File: config.mk
export PLATFORM = sky130hd
export DESIGN_NAME = nlmsc_cell
export DESIGN_NICKNAME = d
export VERILOG_FILES = /design/src/hdl/nlmsc_pkg.sv /design/src/hdl/nlmsc_cell.sv
export SDC_FILE = /design/constraint.sdc
export NUM_CORES = 1
export LEC_CHECK = 0
export ABC_AREA = 1
export BUFFER_PORTS_ARGS = -buffer_cell sky130_fd_sc_hd__buf_2
export CAP_MARGIN = 40
export CORE_MARGIN = 10
export CORE_UTILIZATION = 38
export DETAILED_ROUTE_END_ITERATION = 8
export PLACE_DENSITY = 0.75
export SYNTH_ARGS = -nofsm -noshare
export SYNTH_HDL_FRONTEND = slang
export SYNTH_SLANG_ARGS = --single-unit
File: constraint.sdc
create_clock -name clk -period 0.8 [get_ports clk]
set_clock_uncertainty 0.15 [all_clocks]
set_input_delay 0.16 -clock clk [delete_from_list [all_inputs] [get_ports clk]]
set_output_delay 0.16 -clock clk [all_outputs]
set_load 0.05 [all_outputs]
File: src/hdl/nlmsc_pkg.sv
// nlmsc_pkg: shared types and fixed constants of the nlms sidelobe canceller
// used by nlmsc_cell, nlmsc_head, nlmsc_divider and nlms_sidelobe_canceller_unit
// no dependencies
`default_nettype none

package nlmsc_pkg;

    // register file
    localparam int CFG_INDEX_BITS = 2;
    localparam int CFG_DATA_BITS  = 16;
    localparam int STEP_BITS      = 16;
    localparam int REG_BITS       = 16;

    localparam logic [STEP_BITS-1:0] STEP_RESET        = 16'd328;
    localparam logic [REG_BITS-1:0]  REGULARIZER_RESET = 16'd10737;
    localparam logic                 ADAPT_RESET       = 1'b1;
    localparam logic                 BLOCKING_RESET    = 1'b0;

    typedef enum logic [CFG_INDEX_BITS-1:0] {
        CFG_STEP_SIZE    = 2'd0,
        CFG_REGULARIZER  = 2'd1,
        CFG_ADAPT_ENABLE = 2'd2,
        CFG_BLOCKING_SUB = 2'd3
    } cfg_index_t;

    // fixed-point format
    localparam int GAIN_FRAC       = 24;   // fraction bits of the nlms gain
    localparam int GAIN_BITS       = 32;   // signed gain, magnitude saturates at 2^31-1
    localparam int WEIGHT_INT_BITS = 4;    // weight fraction = weight bits - 4
    localparam int UPDATE_BASE     = STEP_BITS + GAIN_FRAC;
    localparam int ACC_BITS        = 64;
    localparam int ACC_LIMIT_LOG   = 62;   // accumulator clamps at +-2^62

    // cell row control
    typedef struct packed {
        logic rotate;   // take tap and weight from the upper neighbor
        logic push;     // take tap from the lower neighbor
    } cell_ctl_t;

    // shared multiply / update head control
    typedef struct packed {
        logic load;     // capture the element leaving cell 0
        logic update;   // gain * tap and weight update instead of weight * tap
    } head_ctl_t;

endpackage

`default_nettype wire

File: src/hdl/nlmsc_cell.sv
// nlmsc_cell: one cell of the tap / weight row
// holds one tap and one weight; depends on nlmsc_pkg
`default_nettype none

module nlmsc_cell #(
    parameter int TAP_BITS    = 17,
    parameter int WEIGHT_BITS = 24
) (
    input  wire logic                          clk,
    input  wire logic                          rst_n,
    input  wire nlmsc_pkg::cell_ctl_t          ctl,
    input  wire logic signed [TAP_BITS-1:0]    up_tap,
    input  wire logic signed [WEIGHT_BITS-1:0] up_weight,
    input  wire logic signed [TAP_BITS-1:0]    dn_tap,
    output logic signed [TAP_BITS-1:0]         tap,
    output logic signed [WEIGHT_BITS-1:0]      weight
);
    import nlmsc_pkg::*;

    logic signed [TAP_BITS-1:0]    tap_reg, tap_next;
    logic signed [WEIGHT_BITS-1:0] weight_reg, weight_next;

    always_comb
    begin
        tap_next    = tap_reg;
        weight_next = weight_reg;
        // rotate and push never come together; neither means hold
        if (ctl.rotate)
        begin
            tap_next    = up_tap;
            weight_next = up_weight;
        end
        else if (ctl.push)
        begin
            tap_next = dn_tap;
        end
    end

    always_ff @(posedge clk or negedge rst_n)
    begin
        if (!rst_n)
        begin
            tap_reg    <= '0;
            weight_reg <= '0;
        end
        else
        begin
            tap_reg    <= tap_next;
            weight_reg <= weight_next;
        end
    end

    assign tap    = tap_reg;
    assign weight = weight_reg;

endmodule

`default_nettype wire

Word-level counts from Yosys, hierarchy flattened
Index checks and enable logic that the tools add are counted.
{"block": "totals", "reg_bits": 41, "in_bits": 62, "wordCells": 5}
{"block": "op_classes", "mux": 2, "n_reduce_logical": 1}
{"operator": "$mux W17", "count": 2}
{"operator": "$reduce_bool A2 Y1", "count": 1}

Longest topological paths before layout
{"block": "logic_depth", "depth_word": 2, "mapped_depth": 5, "mapped_depth_nobuf": 3}

Worst setup path after synthesis
No wires, ideal clock.
{"block": "synth_path", "kind": "reg2reg", "start": "reg tap[0] (netlist name)", "end": "reg tap_reg[0] (netlist: tap[0])", "setup_ns": 0.126, "path_slack_ns": -0.203, "path_stages_with_launch": 3, "arrival_time_ns": 0.727, "n_path_buf": 0, "synth_period_minus_slack_ns": 1.003, "path_cell_list": "dfrtp_1 > nand2_1 > nand3_1"}
{"element": "end signal, assigned", "line_no": "nlmsc_cell.sv:48", "text": "tap_reg <= tap_next;"}
{"element": "end, declared", "line_no": "nlmsc_cell.sv:20", "text": "logic signed [TAP_BITS-1:0] tap_reg, tap_next;"}

Worst setup path in the final report
{"block": "layout_path", "start": "reg tap_reg[15] (netlist: tap[15])", "end": "out tap[15]"}
{"element": "end, declared", "line_no": "nlmsc_cell.sv:15", "text": "output logic signed [TAP_BITS-1:0] tap,"}
No word-level cell between the ends.

==> run summary <==
required time of the critical path: 0.49 ns
Worst Hold Class: in2reg
Initial Util: 39.3%
worst path bufs/invs: 1
CP peak stage delay: 0.43 ns
Pre-Repair DR Iteration Count: 4
pwr dens: 2080 mW/mm^2
commonest non-fill, non-tap cell in the layout: nand2_1
setup slack after layout: -0.385 ns
CTS Buffer Depth: 2
mux contribution to synthesized area: 0%
Vias/cell: 4.72
Iter 0 DRT Violations: 48
grt total ovfl: 0
first-pass GRT wire length: 8280 um
syn nets: 257
Fin. Hold Viols: 41
vias in the first global route: 1758
clk sink count: 41
failing checks: negative hold slack, negative setup slack
largest family of logic cells by synthesized area: simple AND/OR/NAND/NOR gates
Post-CTS Hold Fix Bufs: 1
Slew @ Worst Pin: 0.292 ns
Simple-Gate Fraction of Synth Area: 34.3%
Post-Synth Adder-Cell Area: 0%
Crit path arrival time: 0.87 ns
Min Clock Period, post-route: 1.18 ns
Slew HR: 80.5%
Nets: 367
H-tree lvl count: 2
Area Growth Syn to Fin: 67.0%
core area: 0.00435 mm^2
largest net degree at the start of global routing: 25
initial antenna violation count: 0
die area: 0.00759 mm^2
crit path cell chain: buf_12
Setup violations, final: 47
Total GRT Usage: 13.5%
maximum vdd drop: 1.03 mV
dpl cells: 347
CP startpoint kind: register
worst-skew pair later-pin latency: 0.28 ns
clock tree from TritonCTS: yes
I/O pin total: 103
Ys Warns: 0
Final Cycle Share: 148%
RSZ-0062 raised after global routing: yes
status: complete, but fails checks
final wirelength: 5190 um
Die Ht: 87.1 um
Overall Power: 5.94 mW
Port Buf Inserts: 102
antenna fix cells: 0
Reg clk slew, reported paths: 0.09 ns
Synth Area in XOR/XNOR: 0%
Syn Area/Cell: 8.78 um^2
most frequent cells in the layout: nand2_1, buf_2, buf_6
synth unique cells: 8
clk root buf: clkbuf_8
max-slew violations: 0
cell family with most CP delay: flip-flops
routed len/inst: 14.5 um
CTS Buf Count: 5
Post-Layout Cell Count: 358
# rows: 24
RePlAce Congestion: 0.738
Lkg Pwr: 1.49 nW
Seq/Total Area, Yosys: 59.9%
CP Class: reg2out
critical-path maximum fanout: 2
compound-cell area share of the yosys netlist: 0%
max reg flops: 24
worst hold margin: -0.0877 ns
flops & latches, synth: 41
Die X: 87.1 um
fmax: 0.844 GHz
Mapped Cells: 195
post-DP HPWL: 4020 um
# fillers: 351
Detail Route Antenna Nets: 0
# DRC: 0
multi-input logic area: 653 um^2
crit end category: output pin
max cap viols: 0
Sequential Area: 0.00108 mm^2
mapped cell area: 0.00171 mm^2
slowest CP cell: dfrtp_2
via count: 1691
ratio of cells with drive above 1 in the final layout: 60.5%
metrics by stage:
stage          setup WS (ns)  util, %  instance area [um^2]  setup TNS (ns)
2_1_floorplan         -0.107        -                  1760           -4.03
3_3_place_gp          -0.208     54.8                  2380          -11.38
3_5_place_dp          -0.241     54.8                  2380          -12.66
4_1_cts               -0.396     63.6                  2770          -15.58
5_1_grt               -0.418     65.7                  2860          -17.00
6_report              -0.385     65.7                  2860          -15.34
synthesized netlist by cell type, drive strengths merged:
cell / n / share of area, %
buf: 12 / 5.6
inv: 1 / 0.22
nand2: 106 / 23
dfrtp: 41 / 60
nor2: 1 / 1.2
nand3: 34 / 9.9
power breakdown:
group / internal [mW] / switching, mW / total [mW]
logic: 0.676 / 1.09 / 1.76
registers: 2.29 / 0.147 / 2.44
clock network: 1.01 / 0.721 / 1.74
cells by family (layout without fill, tap and decap cells):
family                 Yosys count  count (layout)
buffers and inverters           13             124
AND/OR/NAND/NOR                141             141
flip-flops                      41              41
worst min-delay path: cells and delay by family:
family | cells | cell delay, ns
buffers and inverters | 1 | 0.07
AND/OR/NAND/NOR | 2 | 0.09
final cells by class:
cell class | instances | area share (%)
Timing Repair Buffer | 115 | 32.9
Tap cell | 52 | 2.27
Clock inverter | 2 | 1.31
Sequential cell | 41 | 37.7
Multi-Input combinational cell | 141 | 22.8
Clock buffer | 6 | 2.89
Inverter | 1 | 0.131
final timing paths:
check,start,slack (ns),endpoint,cells after the start
setup / recovery,tap[15],-0.38,tap[15],1
hold / removal,up_weight[10],-0.09,weight[10],3
setup reg to reg,tap[13],-0.09,tap[13],3
hold reg to reg,weight[2],0.34,weight[2],2
max in group asynchronous,rst_n,0.10,tap[0],3
min in group asynchronous,rst_n,0.22,weight[8],3
per-layer routing:
metal / track usage, % / vias to the layer above / part of all wire (%)
li1: - / 830 / -
met1: 14.9 / 788 / 39
met2: 23.7 / 68 / 52
met3: 4.78 / 5 / 8.5
met4: 3.91 / 0 / 0.75
met5: 0 / - / 0
repair_timing:
item                                    in CTS  in global routing
gates resized for setup                     81                 24
endpoints found under the hold margin       82                 41
endpoints found under the setup margin      44                 86
setup buffers                                0                  3
Power figures use the tool's default switching activity.
