`src/hdl/nlmsc_pkg.sv`:
```
// nlmsc_pkg: shared types and fixed constants of the nlms sidelobe canceller
// used by nlmsc_cell, nlmsc_head, nlmsc_divider and nlms_sidelobe_canceller_unit
// no dependencies
`default_nettype none

package nlmsc_pkg;

    // register file
    localparam int CFG_INDEX_BITS = 2;
    localparam int CFG_DATA_BITS  = 16;
    localparam int STEP_BITS      = 16;
    localparam int REG_BITS       = 16;

    localparam logic [STEP_BITS-1:0] STEP_RESET        = 16'd328;
    localparam logic [REG_BITS-1:0]  REGULARIZER_RESET = 16'd10737;
    localparam logic                 ADAPT_RESET       = 1'b1;
    localparam logic                 BLOCKING_RESET    = 1'b0;

    typedef enum logic [CFG_INDEX_BITS-1:0] {
        CFG_STEP_SIZE    = 2'd0,
        CFG_REGULARIZER  = 2'd1,
        CFG_ADAPT_ENABLE = 2'd2,
        CFG_BLOCKING_SUB = 2'd3
    } cfg_index_t;

    // fixed-point format
    localparam int GAIN_FRAC       = 24;   // fraction bits of the nlms gain
    localparam int GAIN_BITS       = 32;   // signed gain, magnitude saturates at 2^31-1
    localparam int WEIGHT_INT_BITS = 4;    // weight fraction = weight bits - 4
    localparam int UPDATE_BASE     = STEP_BITS + GAIN_FRAC;
    localparam int ACC_BITS        = 64;
    localparam int ACC_LIMIT_LOG   = 62;   // accumulator clamps at +-2^62

    // cell row control
    typedef struct packed {
        logic rotate;   // take tap and weight from the upper neighbor
        logic push;     // take tap from the lower neighbor
    } cell_ctl_t;

    // shared multiply / update head control
    typedef struct packed {
        logic load;     // capture the element leaving cell 0
        logic update;   // gain * tap and weight update instead of weight * tap
    } head_ctl_t;

endpackage

`default_nettype wire

```
`src/hdl/nlmsc_head.sv`:
```
// nlmsc_head: shared multiplier and weight update stage that closes the cell row
// takes the element leaving cell 0 and returns it to the last cell; depends on nlmsc_pkg
`default_nettype none

module nlmsc_head #(
    parameter int TAP_BITS    = 17,
    parameter int WEIGHT_BITS = 24
) (
    input  wire logic                                          clk,
    input  wire nlmsc_pkg::head_ctl_t                          ctl,
    input  wire logic signed [TAP_BITS-1:0]                    in_tap,
    input  wire logic signed [WEIGHT_BITS-1:0]                 in_weight,
    input  wire logic signed [nlmsc_pkg::GAIN_BITS-1:0]        gain,
    output logic signed [nlmsc_pkg::GAIN_BITS+TAP_BITS-1:0]    prod,
    output logic signed [TAP_BITS-1:0]                         ret_tap,
    output logic signed [WEIGHT_BITS-1:0]                      ret_weight
);
    import nlmsc_pkg::*;

    localparam int PROD_BITS = GAIN_BITS + TAP_BITS;
    localparam int UPD_SHIFT = UPDATE_BASE - (WEIGHT_BITS - WEIGHT_INT_BITS);
    localparam int SUM_BITS  = PROD_BITS + 2;

    localparam logic signed [PROD_BITS:0] ROUND_HALF =
        (PROD_BITS+1)'(1) <<< (UPD_SHIFT - 1);
    localparam logic signed [SUM_BITS-1:0] W_MAX =
        (SUM_BITS'(1) <<< (WEIGHT_BITS - 1)) - SUM_BITS'(1);
    localparam logic signed [SUM_BITS-1:0] W_MIN = -W_MAX - SUM_BITS'(1);

    logic signed [TAP_BITS-1:0]    p1_tap_reg, p1_tap_next;
    logic signed [WEIGHT_BITS-1:0] p1_weight_reg, p1_weight_next;
    logic signed [PROD_BITS-1:0]   p1_prod_reg, p1_prod_next;

    logic signed [GAIN_BITS-1:0]   op_a;
    logic signed [PROD_BITS:0]     p_rnd;
    logic signed [PROD_BITS:0]     delta;
    logic signed [SUM_BITS-1:0]    w_sum;
    logic signed [WEIGHT_BITS-1:0] w_sat;

    always_comb
    begin
        op_a           = ctl.update ? gain : GAIN_BITS'(in_weight);
        p1_tap_next    = p1_tap_reg;
        p1_weight_next = p1_weight_reg;
        p1_prod_next   = p1_prod_reg;
        if (ctl.load)
        begin
            p1_tap_next    = in_tap;
            p1_weight_next = in_weight;
            p1_prod_next   = PROD_BITS'(op_a) * PROD_BITS'(in_tap);
        end
    end

    // rounded floor shift of gain * tap, then saturating weight add
    always_comb
    begin
        p_rnd = (PROD_BITS+1)'(p1_prod_reg) + ROUND_HALF;
        delta = p_rnd >>> UPD_SHIFT;
        w_sum = SUM_BITS'(p1_weight_reg) + SUM_BITS'(delta);
        priority if (w_sum > W_MAX)
            w_sat = W_MAX[WEIGHT_BITS-1:0];
        else if (w_sum < W_MIN)
            w_sat = W_MIN[WEIGHT_BITS-1:0];
        else
            w_sat = w_sum[WEIGHT_BITS-1:0];
    end

    always_ff @(posedge clk)
    begin
        p1_tap_reg    <= p1_tap_next;
        p1_weight_reg <= p1_weight_next;
        p1_prod_reg   <= p1_prod_next;
    end

    assign prod       = p1_prod_reg;
    assign ret_tap    = p1_tap_reg;
    assign ret_weight = ctl.update ? w_sat : p1_weight_reg;

endmodule

`default_nettype wire

```
`config.mk`:
```
export PLATFORM = sky130hd
export DESIGN_NAME = nlmsc_head
export DESIGN_NICKNAME = d
export VERILOG_FILES = /design/src/hdl/nlmsc_pkg.sv /design/src/hdl/nlmsc_head.sv
export SDC_FILE = /design/constraint.sdc
export NUM_CORES = 2
export LEC_CHECK = 0
export BUFFER_PORTS_ARGS = -buffer_cell sky130_fd_sc_hd__clkbuf_2
export CORE_MARGIN = 3
export CORE_UTILIZATION = 24
export CTS_CLUSTER_SIZE = 14
export DETAILED_ROUTE_END_ITERATION = 8
export GPL_TIMING_DRIVEN = 0
export PLACE_DENSITY_LB_ADDON = 0.12
export SLEW_MARGIN = 20
export SYNTH_ARGS = -nofsm -noshare
export SYNTH_HDL_FRONTEND = slang
export SYNTH_SLANG_ARGS = --single-unit
export TNS_END_PERCENT = 20
```
`constraint.sdc`:
```
create_clock -name clk -period 7.95 [get_ports clk]
set_clock_uncertainty 0.2 [all_clocks]
set_input_delay 1.59 -clock clk [delete_from_list [all_inputs] [get_ports clk]]
set_output_delay 1.59 -clock clk [all_outputs]
set_load 0.01 [all_outputs]
```
# Word level (Yosys, flattened, before mapping)
# Cells that the tools add are included.
# W data, S select, Z words.
classes:
  order_cmp: 2
  muxes: 4
  multipliers: 1
  n_addsub: 2
ops:
  columns: ["operator", "count"]
  rows:
  - ["$mux W24", 3]
  - ["$add A49 B21 Y50 const B", 1]
  - ["$mul A32 B17 Y49", 1]
  - ["$mux W32", 1]
  - ["$add A24 B30 Y31", 1]
  - ["$gt A31 B24 Y1 const B", 1]
  - ["$lt A31 B24 Y1 const B", 1]
totals:
  in_bits: 76
  output_inout_bits: 90
  word_cells: 12
  reg_bits: 90

# Depth between registers and ports, before layout
depth:
  depth_word: 6
  mapped_depth: 29
  mapped_depth_nobuf: 27

# Least setup slack after synthesis
# Ideal clock, no wire load.
synth_timing:
  kind: "input -> register"
  from: "in ctl[0] in the netlist's numbering"
  to: "reg p1_prod_reg[46] (netlist: prod[46]) (data pin)"
  path_buffers: 3
  required_ns: 7.588
  t_arrival_ns: 8.249
  setup_ns: 0.162
  slack_ns: -0.661
  path_stages: 26
  path_cell_list: "clkbuf_8 > clkbuf_1 > mux2_2 > clkbuf_1 > nand2_1 > fa_1 > inv_1 > fa_1 > inv_1 > fa_1 > inv_1 > fa_1 > fa_1 > inv_1 > fa_1 > inv_1 > ha_1 > a21o_1 > a21o_1 > a21o_1 > and3_1 > or2_2 > o211ai_1 > a21boi_0 > or4b_2 > o2111ai_1"
synth_between:
  elab_chain_cells: 2
synth_lines:
  columns: ["item", "line_no", "text"]
  rows:
  - ["from (decl)", "nlmsc_head.sv:10", "input wire nlmsc_pkg::head_ctl_t ctl,"]
  - ["$mux W32", "nlmsc_head.sv:42", "op_a = ctl.update ? gain : GAIN_BITS'(in_weight);"]
  - ["$mul A32 B17 Y49", "nlmsc_head.sv:50", "p1_prod_next = PROD_BITS'(op_a) * PROD_BITS'(in_tap);"]
  - ["to (signal assigned)", "nlmsc_head.sv:72", "p1_prod_reg <= p1_prod_next;"]
  - ["to (decl)", "nlmsc_head.sv:32", "logic signed [PROD_BITS-1:0] p1_prod_reg, p1_prod_next;"]
# Every way passes these cells.
# A chain may end at the register's enable or synchronous reset.

# Final worst setup path
# Ends and elaborated chain as after synthesis.

==> out/metrics.csv <==
metric,value,unit
crit path launch type,input port,
TritonCTS clock tree,yes,
mapped cell area,0.0244,mm2
type of the most critical hold path,input port to flip-flop,
Clock transition at path regs,0.07,ns
router iterations before antenna repair,5,
hold path cells,1,
Port Buf Inserts,164,
endpoints failing hold,0,
CP arrival,8.21,ns
vias in the first global route,20500,
unrepaired setup endpoints after global routing,yes,
Post-synth top flop,edfxtp_1,
cts hold-fix bufs,0,
syn_nets,3374,
post-synth top area share,0.428,
pre-CTS setup slack,-2.58,ns
net count reported at finish,3636,
CTS buffer count,9,
remaining global-route overflow,0,
H-tree depth,3,
detailed-route vias per instance,4.41,
first-pass GRT wire length,138000,um
max-slew violation count,0,
maxcap violations,0,
Final Critical Period,8.19,ns
HPWL Detailed,76100,um
status,"finished, violations left",
Post-Layout Cell Count,4256,
Critical Path Start,ctl[0],
Post-synth EDFFs,90,
"top cells by count, synth","550 x inv_1, 522 x fa_1, 367 x nand2_1, 220 x and2_1, 146 x ha_1",
DP Area,0.0271,mm2
failing checks,negative setup slack,
Final setup viols,13,
# rows,116,
clk sink count,90,
worst-margin pin slew,0.887,ns
Yosys cell types,74,
WP data required,7.97,ns
Final GP Congestion,0.858,
Die W,325,um
max reg flops,49,
final instance area,0.0295,mm2
post-synthesis register bit count,90,
Yosys Warn Count,0,
Synth Instances,2630,
gr usage total,0.176,
DR WL/cell,21.7,um
Max Clock Freq,122,MHz
worst setup margin,-0.240,ns
deepest clock path buffer count,2,
hold wc startpoint,in_weight[5],
"FFs w/ async S/R, synth",0,
Area Overhead vs Synth,20.8,%
largest net degree at the start of global routing,78,
Synth area leader,fa_1,
sequential fraction of the synthesis area,0.111,
WL final,92300,um
Slew HR,0.409,
Starting Density,0.243,
CP Capture Type,flip-flop,
Die Span Y,325,um
antenna-violating nets left,0,
routed vias,18800,
kind of critical path,input port to flip-flop,
Placed Cells,4152,
CTS root buf,clkbuf_16,
initial antenna violation count,6,
fin crit share,1.03,
Ports,166,
top post-synthesis cells by area,"fa_1 43%, edfxtp_1 11%, inv_1 8.5%",
die area,0.106,mm2
Iter 0 DRT Violations,1195,
share of layout cells above drive strength 1,0.185,
critical path peak fanout,8,
cell with the most instances after synthesis,inv_1,
syn_area_per_cell,9.28,um2
Core Region,0.100,mm2
Remaining DRCs,0,
==> stage by stage <==
| stage | utilization | TNS [ns] | hold slack [ns] |
|---|---|---|---|
| 2_1_floorplan | - | -0.0245 | 1.49 |
| 3_3_place_gp | 0.270 | -77.98 | 1.59 |
| 3_5_place_dp | 0.270 | -54.61 | 1.59 |
| 4_1_cts | 0.288 | -0.720 | 1.15 |
| 5_1_grt | 0.294 | -3.84 | 1.17 |
| 6_report | 0.294 | -1.17 | 1.19 |
==> final timing paths <==
path                          endpoint  slack (ns)
worst max-delay path          prod[46]       -0.24
worst min-delay path  p1_weight_reg[5]        1.19
==> cells by family (layout without fill, tap and decap cells) <==
| group | after synthesis | in the layout | share of synthesized area |
|---|---|---|---|
| AO/OA/AOI/OAI | 267 | 267 | 0.0729 |
| XOR/XNOR | 95 | 95 | 0.0341 |
| adder cells (fa/ha/maj) | 668 | 668 | 0.503 |
| buffers and inverters | 658 | 925 | 0.104 |
| flip-flops | 90 | 90 | 0.111 |
| multiplexers | 25 | 25 | 0.0114 |
| other | 0 | 2 | 0 |
| AND/OR/NAND/NOR | 827 | 827 | 0.164 |
==> worst max-delay path: stages <==
cell       delay [ns]
clkbuf_16        0.16
clkbuf_16        0.17
mux2_4           0.39
and2_4           0.20
fa_1             0.54
inv_2            0.05
fa_2             0.48
fa_1             0.54
inv_2            0.04
fa_1             0.46
fa_1             0.57
inv_2            0.05
fa_2             0.58
inv_2            0.06
ha_4             0.21
a21o_1           0.17
a21o_1           0.19
a21o_1           0.18
and3_4           0.18
or2_4            0.27
o211ai_1         0.16
buf_4            0.23
a21boi_4         0.08
or4b_4           0.54
o2111ai_4        0.09
==> cells in the final DEF (no fill, tap or decap), drive strengths merged, types with 10 or more instances in the layout <==
| master | instances |
|---|---|
| mux2 | 23 |
| nand4 | 15 |
| o22ai | 23 |
| nor3 | 15 |
| and2 | 222 |
| edfxtp | 90 |
| o211ai | 10 |
| nand3 | 35 |
| inv | 554 |
| a21oi | 74 |
| a21o | 30 |
| buf | 103 |
| nand2b | 12 |
| ha | 146 |
| nor2 | 100 |
| fa | 522 |
| nor2b | 22 |
| clkbuf | 261 |
| xnor2 | 66 |
| nand2 | 367 |
| xor2 | 29 |
| o21ai | 65 |
==> cell type report <==
cell class / instances / area (um2)
diodes: 2 / 5.00
plain buffers: 102 / 931
flip-flops and latches: 90 / 2700
inverters: 551 / 2070
clock inverters: 7 / 58.8
repair buffers: 256 / 1650
clock buffers: 9 / 225
well taps: 1357 / 1700
multi-input cells: 1882 / 20200
fillers: 10700 / 70900
==> per-layer routing <==
metal  share of wire  global-route usage
met1            0.46               0.243
met2            0.48               0.297
met3           0.042              0.0193
met4           0.022              0.0386
met5               0                   0
==> repair_timing <==
item / in CTS / in global routing
resized for setup: 247 / 96
cloned: 3 / 0
buffers inserted: 55 / 34
endpoints found under the setup margin: 55 / 47
endpoints found under the hold margin: 0 / 0
pin swaps: 50 / 66
Power is not shown: default switching activity piles up to over one toggle a cycle in this logic, so the estimate is an artifact.
