<file path="src/hdl/nlmsc_pkg.sv">
// nlmsc_pkg: shared types and fixed constants of the nlms sidelobe canceller
// used by nlmsc_cell, nlmsc_head, nlmsc_divider and nlms_sidelobe_canceller_unit
// no dependencies
`default_nettype none

package nlmsc_pkg;

    // register file
    localparam int CFG_INDEX_BITS = 2;
    localparam int CFG_DATA_BITS  = 16;
    localparam int STEP_BITS      = 16;
    localparam int REG_BITS       = 16;

    localparam logic [STEP_BITS-1:0] STEP_RESET        = 16'd328;
    localparam logic [REG_BITS-1:0]  REGULARIZER_RESET = 16'd10737;
    localparam logic                 ADAPT_RESET       = 1'b1;
    localparam logic                 BLOCKING_RESET    = 1'b0;

    typedef enum logic [CFG_INDEX_BITS-1:0] {
        CFG_STEP_SIZE    = 2'd0,
        CFG_REGULARIZER  = 2'd1,
        CFG_ADAPT_ENABLE = 2'd2,
        CFG_BLOCKING_SUB = 2'd3
    } cfg_index_t;

    // fixed-point format
    localparam int GAIN_FRAC       = 24;   // fraction bits of the nlms gain
    localparam int GAIN_BITS       = 32;   // signed gain, magnitude saturates at 2^31-1
    localparam int WEIGHT_INT_BITS = 4;    // weight fraction = weight bits - 4
    localparam int UPDATE_BASE     = STEP_BITS + GAIN_FRAC;
    localparam int ACC_BITS        = 64;
    localparam int ACC_LIMIT_LOG   = 62;   // accumulator clamps at +-2^62

    // cell row control
    typedef struct packed {
        logic rotate;   // take tap and weight from the upper neighbor
        logic push;     // take tap from the lower neighbor
    } cell_ctl_t;

    // shared multiply / update head control
    typedef struct packed {
        logic load;     // capture the element leaving cell 0
        logic update;   // gain * tap and weight update instead of weight * tap
    } head_ctl_t;

endpackage

`default_nettype wire

</file>
<file path="src/hdl/nlmsc_divider.sv">
// nlmsc_divider: restoring divider, one quotient bit per cycle, for the nlms gain
// computes min(num * 2^GAIN_FRAC / den, 2^31-1); depends on nlmsc_pkg
`default_nettype none

module nlmsc_divider #(
    parameter int NUM_BITS = 32,
    parameter int DEN_BITS = 39
) (
    input  wire logic                                clk,
    input  wire logic                                rst_n,
    input  wire logic                                start,
    input  wire logic [NUM_BITS-1:0]                 num,
    input  wire logic [DEN_BITS-1:0]                 den,
    output logic                                     done,
    output logic [nlmsc_pkg::GAIN_BITS-2:0]          qmag
);
    import nlmsc_pkg::*;

    localparam int STEPS    = NUM_BITS + GAIN_FRAC;
    localparam int CNT_BITS = $clog2(STEPS);
    localparam int Q_BITS   = GAIN_BITS - 1;

    logic                busy_reg, busy_next;
    logic                done_reg, done_next;
    logic [CNT_BITS-1:0] cnt_reg, cnt_next;
    logic [DEN_BITS-1:0] rem_reg, rem_next;
    logic [NUM_BITS-1:0] num_reg, num_next;
    logic [DEN_BITS-1:0] den_reg, den_next;
    logic [Q_BITS-1:0]   q_reg, q_next;
    logic                ovf_reg, ovf_next;

    logic [DEN_BITS:0]   trial;
    logic [DEN_BITS+1:0] diff;
    logic                fits;

    always_comb
    begin
        trial = {rem_reg, num_reg[NUM_BITS-1]};
        diff  = {1'b0, trial} - {2'b00, den_reg};
        fits  = ~diff[DEN_BITS+1];

        busy_next = busy_reg;
        done_next = 1'b0;
        cnt_next  = cnt_reg;
        rem_next  = rem_reg;
        num_next  = num_reg;
        den_next  = den_reg;
        q_next    = q_reg;
        ovf_next  = ovf_reg;

        priority if (start)
        begin
            busy_next = 1'b1;
            cnt_next  = '0;
            rem_next  = '0;
            num_next  = num;
            den_next  = den;
            q_next    = '0;
            ovf_next  = 1'b0;
        end
        else if (busy_reg)
        begin
            rem_next = fits ? diff[DEN_BITS-1:0] : trial[DEN_BITS-1:0];
            num_next = num_reg << 1;
            // quotient bits above bit 30 only mark saturation
            q_next   = {q_reg[Q_BITS-2:0], fits};
            ovf_next = ovf_reg | q_reg[Q_BITS-1];
            cnt_next = cnt_reg + CNT_BITS'(1);
            if (cnt_reg == CNT_BITS'(STEPS - 1))
            begin
                busy_next = 1'b0;
                done_next = 1'b1;
            end
        end
        else
        begin
            busy_next = 1'b0;
        end
    end

    always_ff @(posedge clk or negedge rst_n)
    begin
        if (!rst_n)
        begin
            busy_reg <= 1'b0;
            done_reg <= 1'b0;
            cnt_reg  <= '0;
        end
        else
        begin
            busy_reg <= busy_next;
            done_reg <= done_next;
            cnt_reg  <= cnt_next;
        end
    end

    always_ff @(posedge clk)
    begin
        rem_reg <= rem_next;
        num_reg <= num_next;
        den_reg <= den_next;
        q_reg   <= q_next;
        ovf_reg <= ovf_next;
    end

    assign done = done_reg;
    assign qmag = ovf_reg ? '1 : q_reg;

endmodule

`default_nettype wire

</file>
<file path="config.mk">
export PLATFORM = sky130hd
export DESIGN_NAME = nlmsc_divider
export DESIGN_NICKNAME = d
export VERILOG_FILES = /design/src/hdl/nlmsc_pkg.sv /design/src/hdl/nlmsc_divider.sv
export SDC_FILE = /design/constraint.sdc
export NUM_CORES = 1
export LEC_CHECK = 0
export ABC_CLOCK_PERIOD_IN_PS = 3900
export BUFFER_PORTS_ARGS = -buffer_cell sky130_fd_sc_hd__buf_2
export CELL_PAD_IN_SITES_DETAIL_PLACEMENT = 1
export CELL_PAD_IN_SITES_GLOBAL_PLACEMENT = 1
export CORE_MARGIN = 10
export CORE_UTILIZATION = 37
export DETAILED_ROUTE_END_ITERATION = 10
export PLACE_DENSITY = 0.65
export SLEW_MARGIN = 40
export SYNTH_ARGS = -nofsm -noshare
export SYNTH_HDL_FRONTEND = slang
export SYNTH_SLANG_ARGS = --single-unit
</file>
<file path="constraint.sdc">
create_clock -name clk -period 3.9 [get_ports clk]
set_input_delay 0 -clock clk [delete_from_list [all_inputs] [get_ports clk]]
set_output_delay 0 -clock clk [all_outputs]
set_load 0.01 [all_outputs]
</file>
# --- Word-level counts from Yosys, hierarchy flattened ---
# Cells that the tools add are included.
totals:
  register_bits: 150
  inputBits: 74
classes:
  muxes: 12
  addsub: 2
  n_eq_ne: 1
  bitwise_logic: 2
  reduce_logical: 1
op_table:
  columns: ["operator", "count"]
  rows:
  - ["32-bit two-way mux", 2]
  - ["40-bit by 39-bit subtractor with 41-bit output", 1]
  - ["39-bit two-way mux", 1]
  - ["31-bit two-way mux", 1]
  - ["6-bit two-way mux", 2]
  - ["6-bit by 1-bit adder with 6-bit output, second input constant", 1]
  - ["6-bit == test, second input constant", 1]
  - ["1-bit two-way mux", 6]
  - ["2-bit nonzero test", 1]
  - ["1-bit inverter", 1]
  - ["1-bit bitwise OR", 1]

# --- Longest topological paths before layout ---
depth:
  word_depth: 4
  depth_mapped: 13

# --- Worst setup path before layout ---
# No wires, ideal clock.
synth_timing:
  path_type: "flip-flop to flip-flop"
  start: "reg num_reg[31]"
  end: "reg rem_reg[19]"
  stages_incl_launch_ff: 13
  arrival_ns: 2.655
  setup_slack_ns: 1.154
  synth_period_minus_slack_ns: 2.746
  path_cell_list: "edfxtp_1 -> inv_1 -> ha_1 -> fa_1 -> nor2b_1 -> o2111ai_1 -> a21oi_1 -> nor3_1 -> o211ai_2 -> a221oi_4 -> buf_6 -> a2111o_1 -> a311oi_1"
synth_between:
  elab_chain_cells: 2
synth_rtl:
  columns: ["item", "line_no", "text"]
  rows:
  - ["from (decl)", "nlmsc_divider.sv:27", "logic [NUM_BITS-1:0] num_reg, num_next;"]
  - ["from (signal assigned)", "nlmsc_divider.sv:100", "num_reg <= num_next;"]
  - ["40-bit by 39-bit subtractor with 41-bit output", "nlmsc_divider.sv:39", "diff = {1'b0, trial} - {2'b00, den_reg};"]
  - ["39-bit two-way mux", "nlmsc_divider.sv:63", "rem_next = fits ? diff[DEN_BITS-1:0] : trial[DEN_BITS-1:0];"]
  - ["to (signal assigned)", "nlmsc_divider.sv:99", "rem_reg <= rem_next;"]
  - ["to (decl)", "nlmsc_divider.sv:26", "logic [DEN_BITS-1:0] rem_reg, rem_next;"]
# No other way between the ends.
# A chain may end at the register's enable or synchronous reset.

# --- Final worst setup path ---
layout_timing:
  start: "reg den_reg[1]"
  end: "reg rem_reg[37]"
layout_between:
  elab_chain_cells: 2
layout_rtl:
  columns: ["item", "line_no", "text"]
  rows:
  - ["from (decl)", "nlmsc_divider.sv:28", "logic [DEN_BITS-1:0] den_reg, den_next;"]
  - ["from (signal assigned)", "nlmsc_divider.sv:101", "den_reg <= den_next;"]
  - ["40-bit by 39-bit subtractor with 41-bit output", "nlmsc_divider.sv:39", null]
  - ["39-bit two-way mux", "nlmsc_divider.sv:63", null]
# No other way between the ends.

==> impl_results.md <==
- Switching Power: 0.0009940 W
- Die H: approximately 170 um
- Netlist Area Pre-Place: between 8000 and 9000 um2
- Post-DP HPWL: about 16,000 um
- Switching Share: 0.2589
- EDFF count, synth: between 70 and 80
- Post_cts resized: 0
- GR Overflow Total: 0
- Worst min path class: primary input to flop
- Post-DR wirelength/cell: between 15 and 20 um
- Hold Buf Count CTS: 73
- Critical path type: flop to flop
- First-pass GRT wire length: ~37,000 um
- Setup WS post-layout: ~630 ps
- Layout area overhead: 25.60%
- Cell mode on critical path: buf_4
- Reg clk slew, reported paths: ~70 ps
- Routability-driven placement congestion ratio: between 0.8 and 0.9
- Clock power share: 0.441
- Worst path slowest cell: o311ai_0
- Post-Synthesis Cells: between 800 and 900
- Port Buffer Count: ~110
- Sequential area share after synthesis: 0.4537
- Final Max Tran Viols: 0
- Die X: between 150 and 200 um
- Initial core utilization: 0.3780
- H-tree level count: 4
- Crit path cell chain: inv_1 -> ha_1 -> nor2b_1 -> o2111a_1 -> o21ai_0 -> buf_4 -> o311ai_0 -> buf_4 -> a311o_1 -> a31oi_1 -> o31a_1 -> o31ai_1
- Crit path launch type: flop
- Result of the run: completed
- FF+latch count, synth: 150
- Largest area contributor in the netlist: edfxtp_1
- Slew at the pin with the worst max-slew slack: 637.1 ps
- Clock tree buffer depth: 2
- Max Clock Freq: 0.3056 GHz
- Async set-or-reset flop fraction in the synthesized netlist: 0.05333
- Ports: around 110
- Setup violations, final: 0
- Final WL: between 20,000 and 25,000 um
- Hold Fails Final Rpt: 0
- DRC viols: 0
- CP endpoint kind: flop
- Clk Latency, worst-skew pair: 430 ps
- Fin cells: 1,287
- Tmin final: between 3000 and 4000 ps
- CP peak stage delay: ~460 ps
- Worst R2R Path Depth: 12
- Most used DFF post-synth: edfxtp_1
- Total track usage: 0.1596
- WP data arrival: 3610 ps
- Pwr dens: ~370 nW/um2
- Total power: between 0.003 and 0.004 W
- Unrepaired setup endpoints after global routing: false
- Layout Nets: roughly 1,100
- Setup TNS: 0 ps
- Core Util, Final: 0.4747
- CP Data Required Time: 4240 ps
- Comb pwr share: 0.102
- Lkg Pwr: 4.924 nW
- Vias: ~6,700
- CTS tree: built
- CP Max Fanout: 5
- Via/cell ratio: a little over 5
- Ratio of final minimum period to clock period: 0.8391
- Clock sinks: 150
- Post-Syn Nets: between 900 and 1,000
- Iteration-0 DRC Markers: slightly above 300
- Setup Buffers After CTS: 0
- Root buf cell: clkbuf_16
- Cells after DPL: 1,181
- Antenna Nets Post-Route: 0
- Synth unique cells: 61
- Max cap viols: 0
- Largest net degree at the start of global routing: between 60 and 70
- Reg power frac: 0.457
- Synth area leaders: edfxtp_1, dfxtp_1, mux2i_1, ha_1, nor2_1
- Place WS: roughly 660 ps
- Internal power: between 0.002 and 0.003 W
- Maximum vdd ir drop: approximately 220 uV
- Yosys top cell area share: 0.2577
- CTS buffer count: 17
- Initial antenna violation count: 1
- Max Clock Skew: between 10 and 15 ps
- Synthesis Warnings: 0
- Core area: ~22,000 um2
- Fraction of layout cells with a size suffix above 1: 0.2157
- Vias in the first global route: a little under 7,000
- Avg Inst Size Synth: 9.933 um2
- Site row count: 54
- Die ar.: 28,740 um2
- Drt first pass iters: 4
- Worst hold path depth: 1
- Max-slew headroom: 0.5753
-- final cells by class --
type,instances,area (um2)
timing repair buffer,190,1378
clock inverter,13,121.4
sequential,150,3759
inverter,48,180.2
clock buffer,19,475.5
antenna,1,2.502
fill,2468,11500
multi-input combinational,586,4126
tap,280,350.3
-- synthesized netlist by cell type (all sizes together) (7+ instances only) --
library cell / count
buf: 20
a211oi: 24
nand4: 13
nand3: 13
a21oi: 36
o21ai: 22
dfxtp: 71
mux2i: 57
nor3: 9
a31oi: 7
or3: 8
nor2: 97
clkbuf: 29
ha: 40
o211ai: 7
dfrtp: 8
or2: 33
xnor2: 18
inv: 48
edfxtp: 71
mux2: 31
nand2: 52
a21o: 12
xor2: 18
-- cells in the final DEF (no fill, tap or decap), drive strengths merged, types with 5 or more instances in the layout --
| master | n |
|---|---|
| edfxtp | 71 |
| nand2b | 6 |
| inv | 60 |
| xnor2 | 18 |
| a32oi | 6 |
| or3 | 8 |
| a211oi | 24 |
| mux2i | 57 |
| nand2 | 52 |
| mux2 | 31 |
| or2 | 33 |
| and2 | 5 |
| xor2 | 18 |
| a21oi | 36 |
| nor4 | 5 |
| ha | 40 |
| clkbuf | 19 |
| dfrtp | 8 |
| a21o | 12 |
| o21bai | 5 |
| o31ai | 6 |
| buf | 117 |
| o21ai | 22 |
| nand3 | 13 |
| a31oi | 7 |
| nor2 | 97 |
| nand4 | 13 |
| and3 | 5 |
| nor2b | 5 |
| dlygate4sd3 | 73 |
| nor3 | 9 |
| o211ai | 7 |
| dfxtp | 71 |
| o311ai | 5 |
-- cell families (layout without fill, tap and decap cells) --
logic type,Yosys count,count (layout),share of synthesized area
AOI/OAI and AO/OA,163,163,0.1385
xor gates and xnor gates,36,36,0.03811
adders and majority gates,41,41,0.06291
buffers and inverters,97,270,0.04763
DFF,150,150,0.4537
muxes,88,88,0.1111
other,0,1,0
and+or+nand+nor,258,258,0.1480
-- final timing paths --
path | startpoint | end | slack (ps)
worst min register to register | rem_reg[21] | rem_reg[21] | 490
worst max-delay path | den_reg[1] | rem_reg[37] | 630
min in group asynchronous | rst_n | done | 550
worst min-delay path | start | den_reg[32] | 30
worst max register to register | den_reg[1] | rem_reg[37] | 630
max in group asynchronous | rst_n | busy_reg | 3030
-- metal layers --
layer | global-route usage | part of all wire | routed length [um]
met4 | 0.03677 | 0.0089 | 203
met3 | 0.04585 | 0.042 | 955
met1 | 0.2129 | 0.49 | 11220
met2 | 0.2503 | 0.46 | 10520
met5 | 0 | 0 | 0
-- power groups by stage --
stage	sequential, W	combinational, W	clock, W
5_1_grt	0.00176	0.000435	0.00181
4_1_cts	0.00175	0.000389	0.00174
3_5_place_dp	0.00179	0.000329	0
2_1_floorplan	0.00178	0.000222	0
6_report	0.00176	0.000390	0.00169
3_3_place_gp	0.00179	0.000325	0
-- critical path: cells and delay by family (launching register included) --
family / cells / cell delay [ps]
compound gates: 7 / 1900
flops: 1 / 390
buf+inv: 3 / 420
simple gates: 1 / 190
fa+ha+maj: 1 / 270
-- stage by stage --
step           hold WS (ps)  instance area (um2)
2_1_floorplan        -295.6                 8274
3_3_place_gp         -139.8                 9057
3_5_place_dp         -141.0                 9057
4_1_cts               148.6                10390
5_1_grt               44.00                10390
6_report              32.10                10390
(Power assumes the default switching activity.)
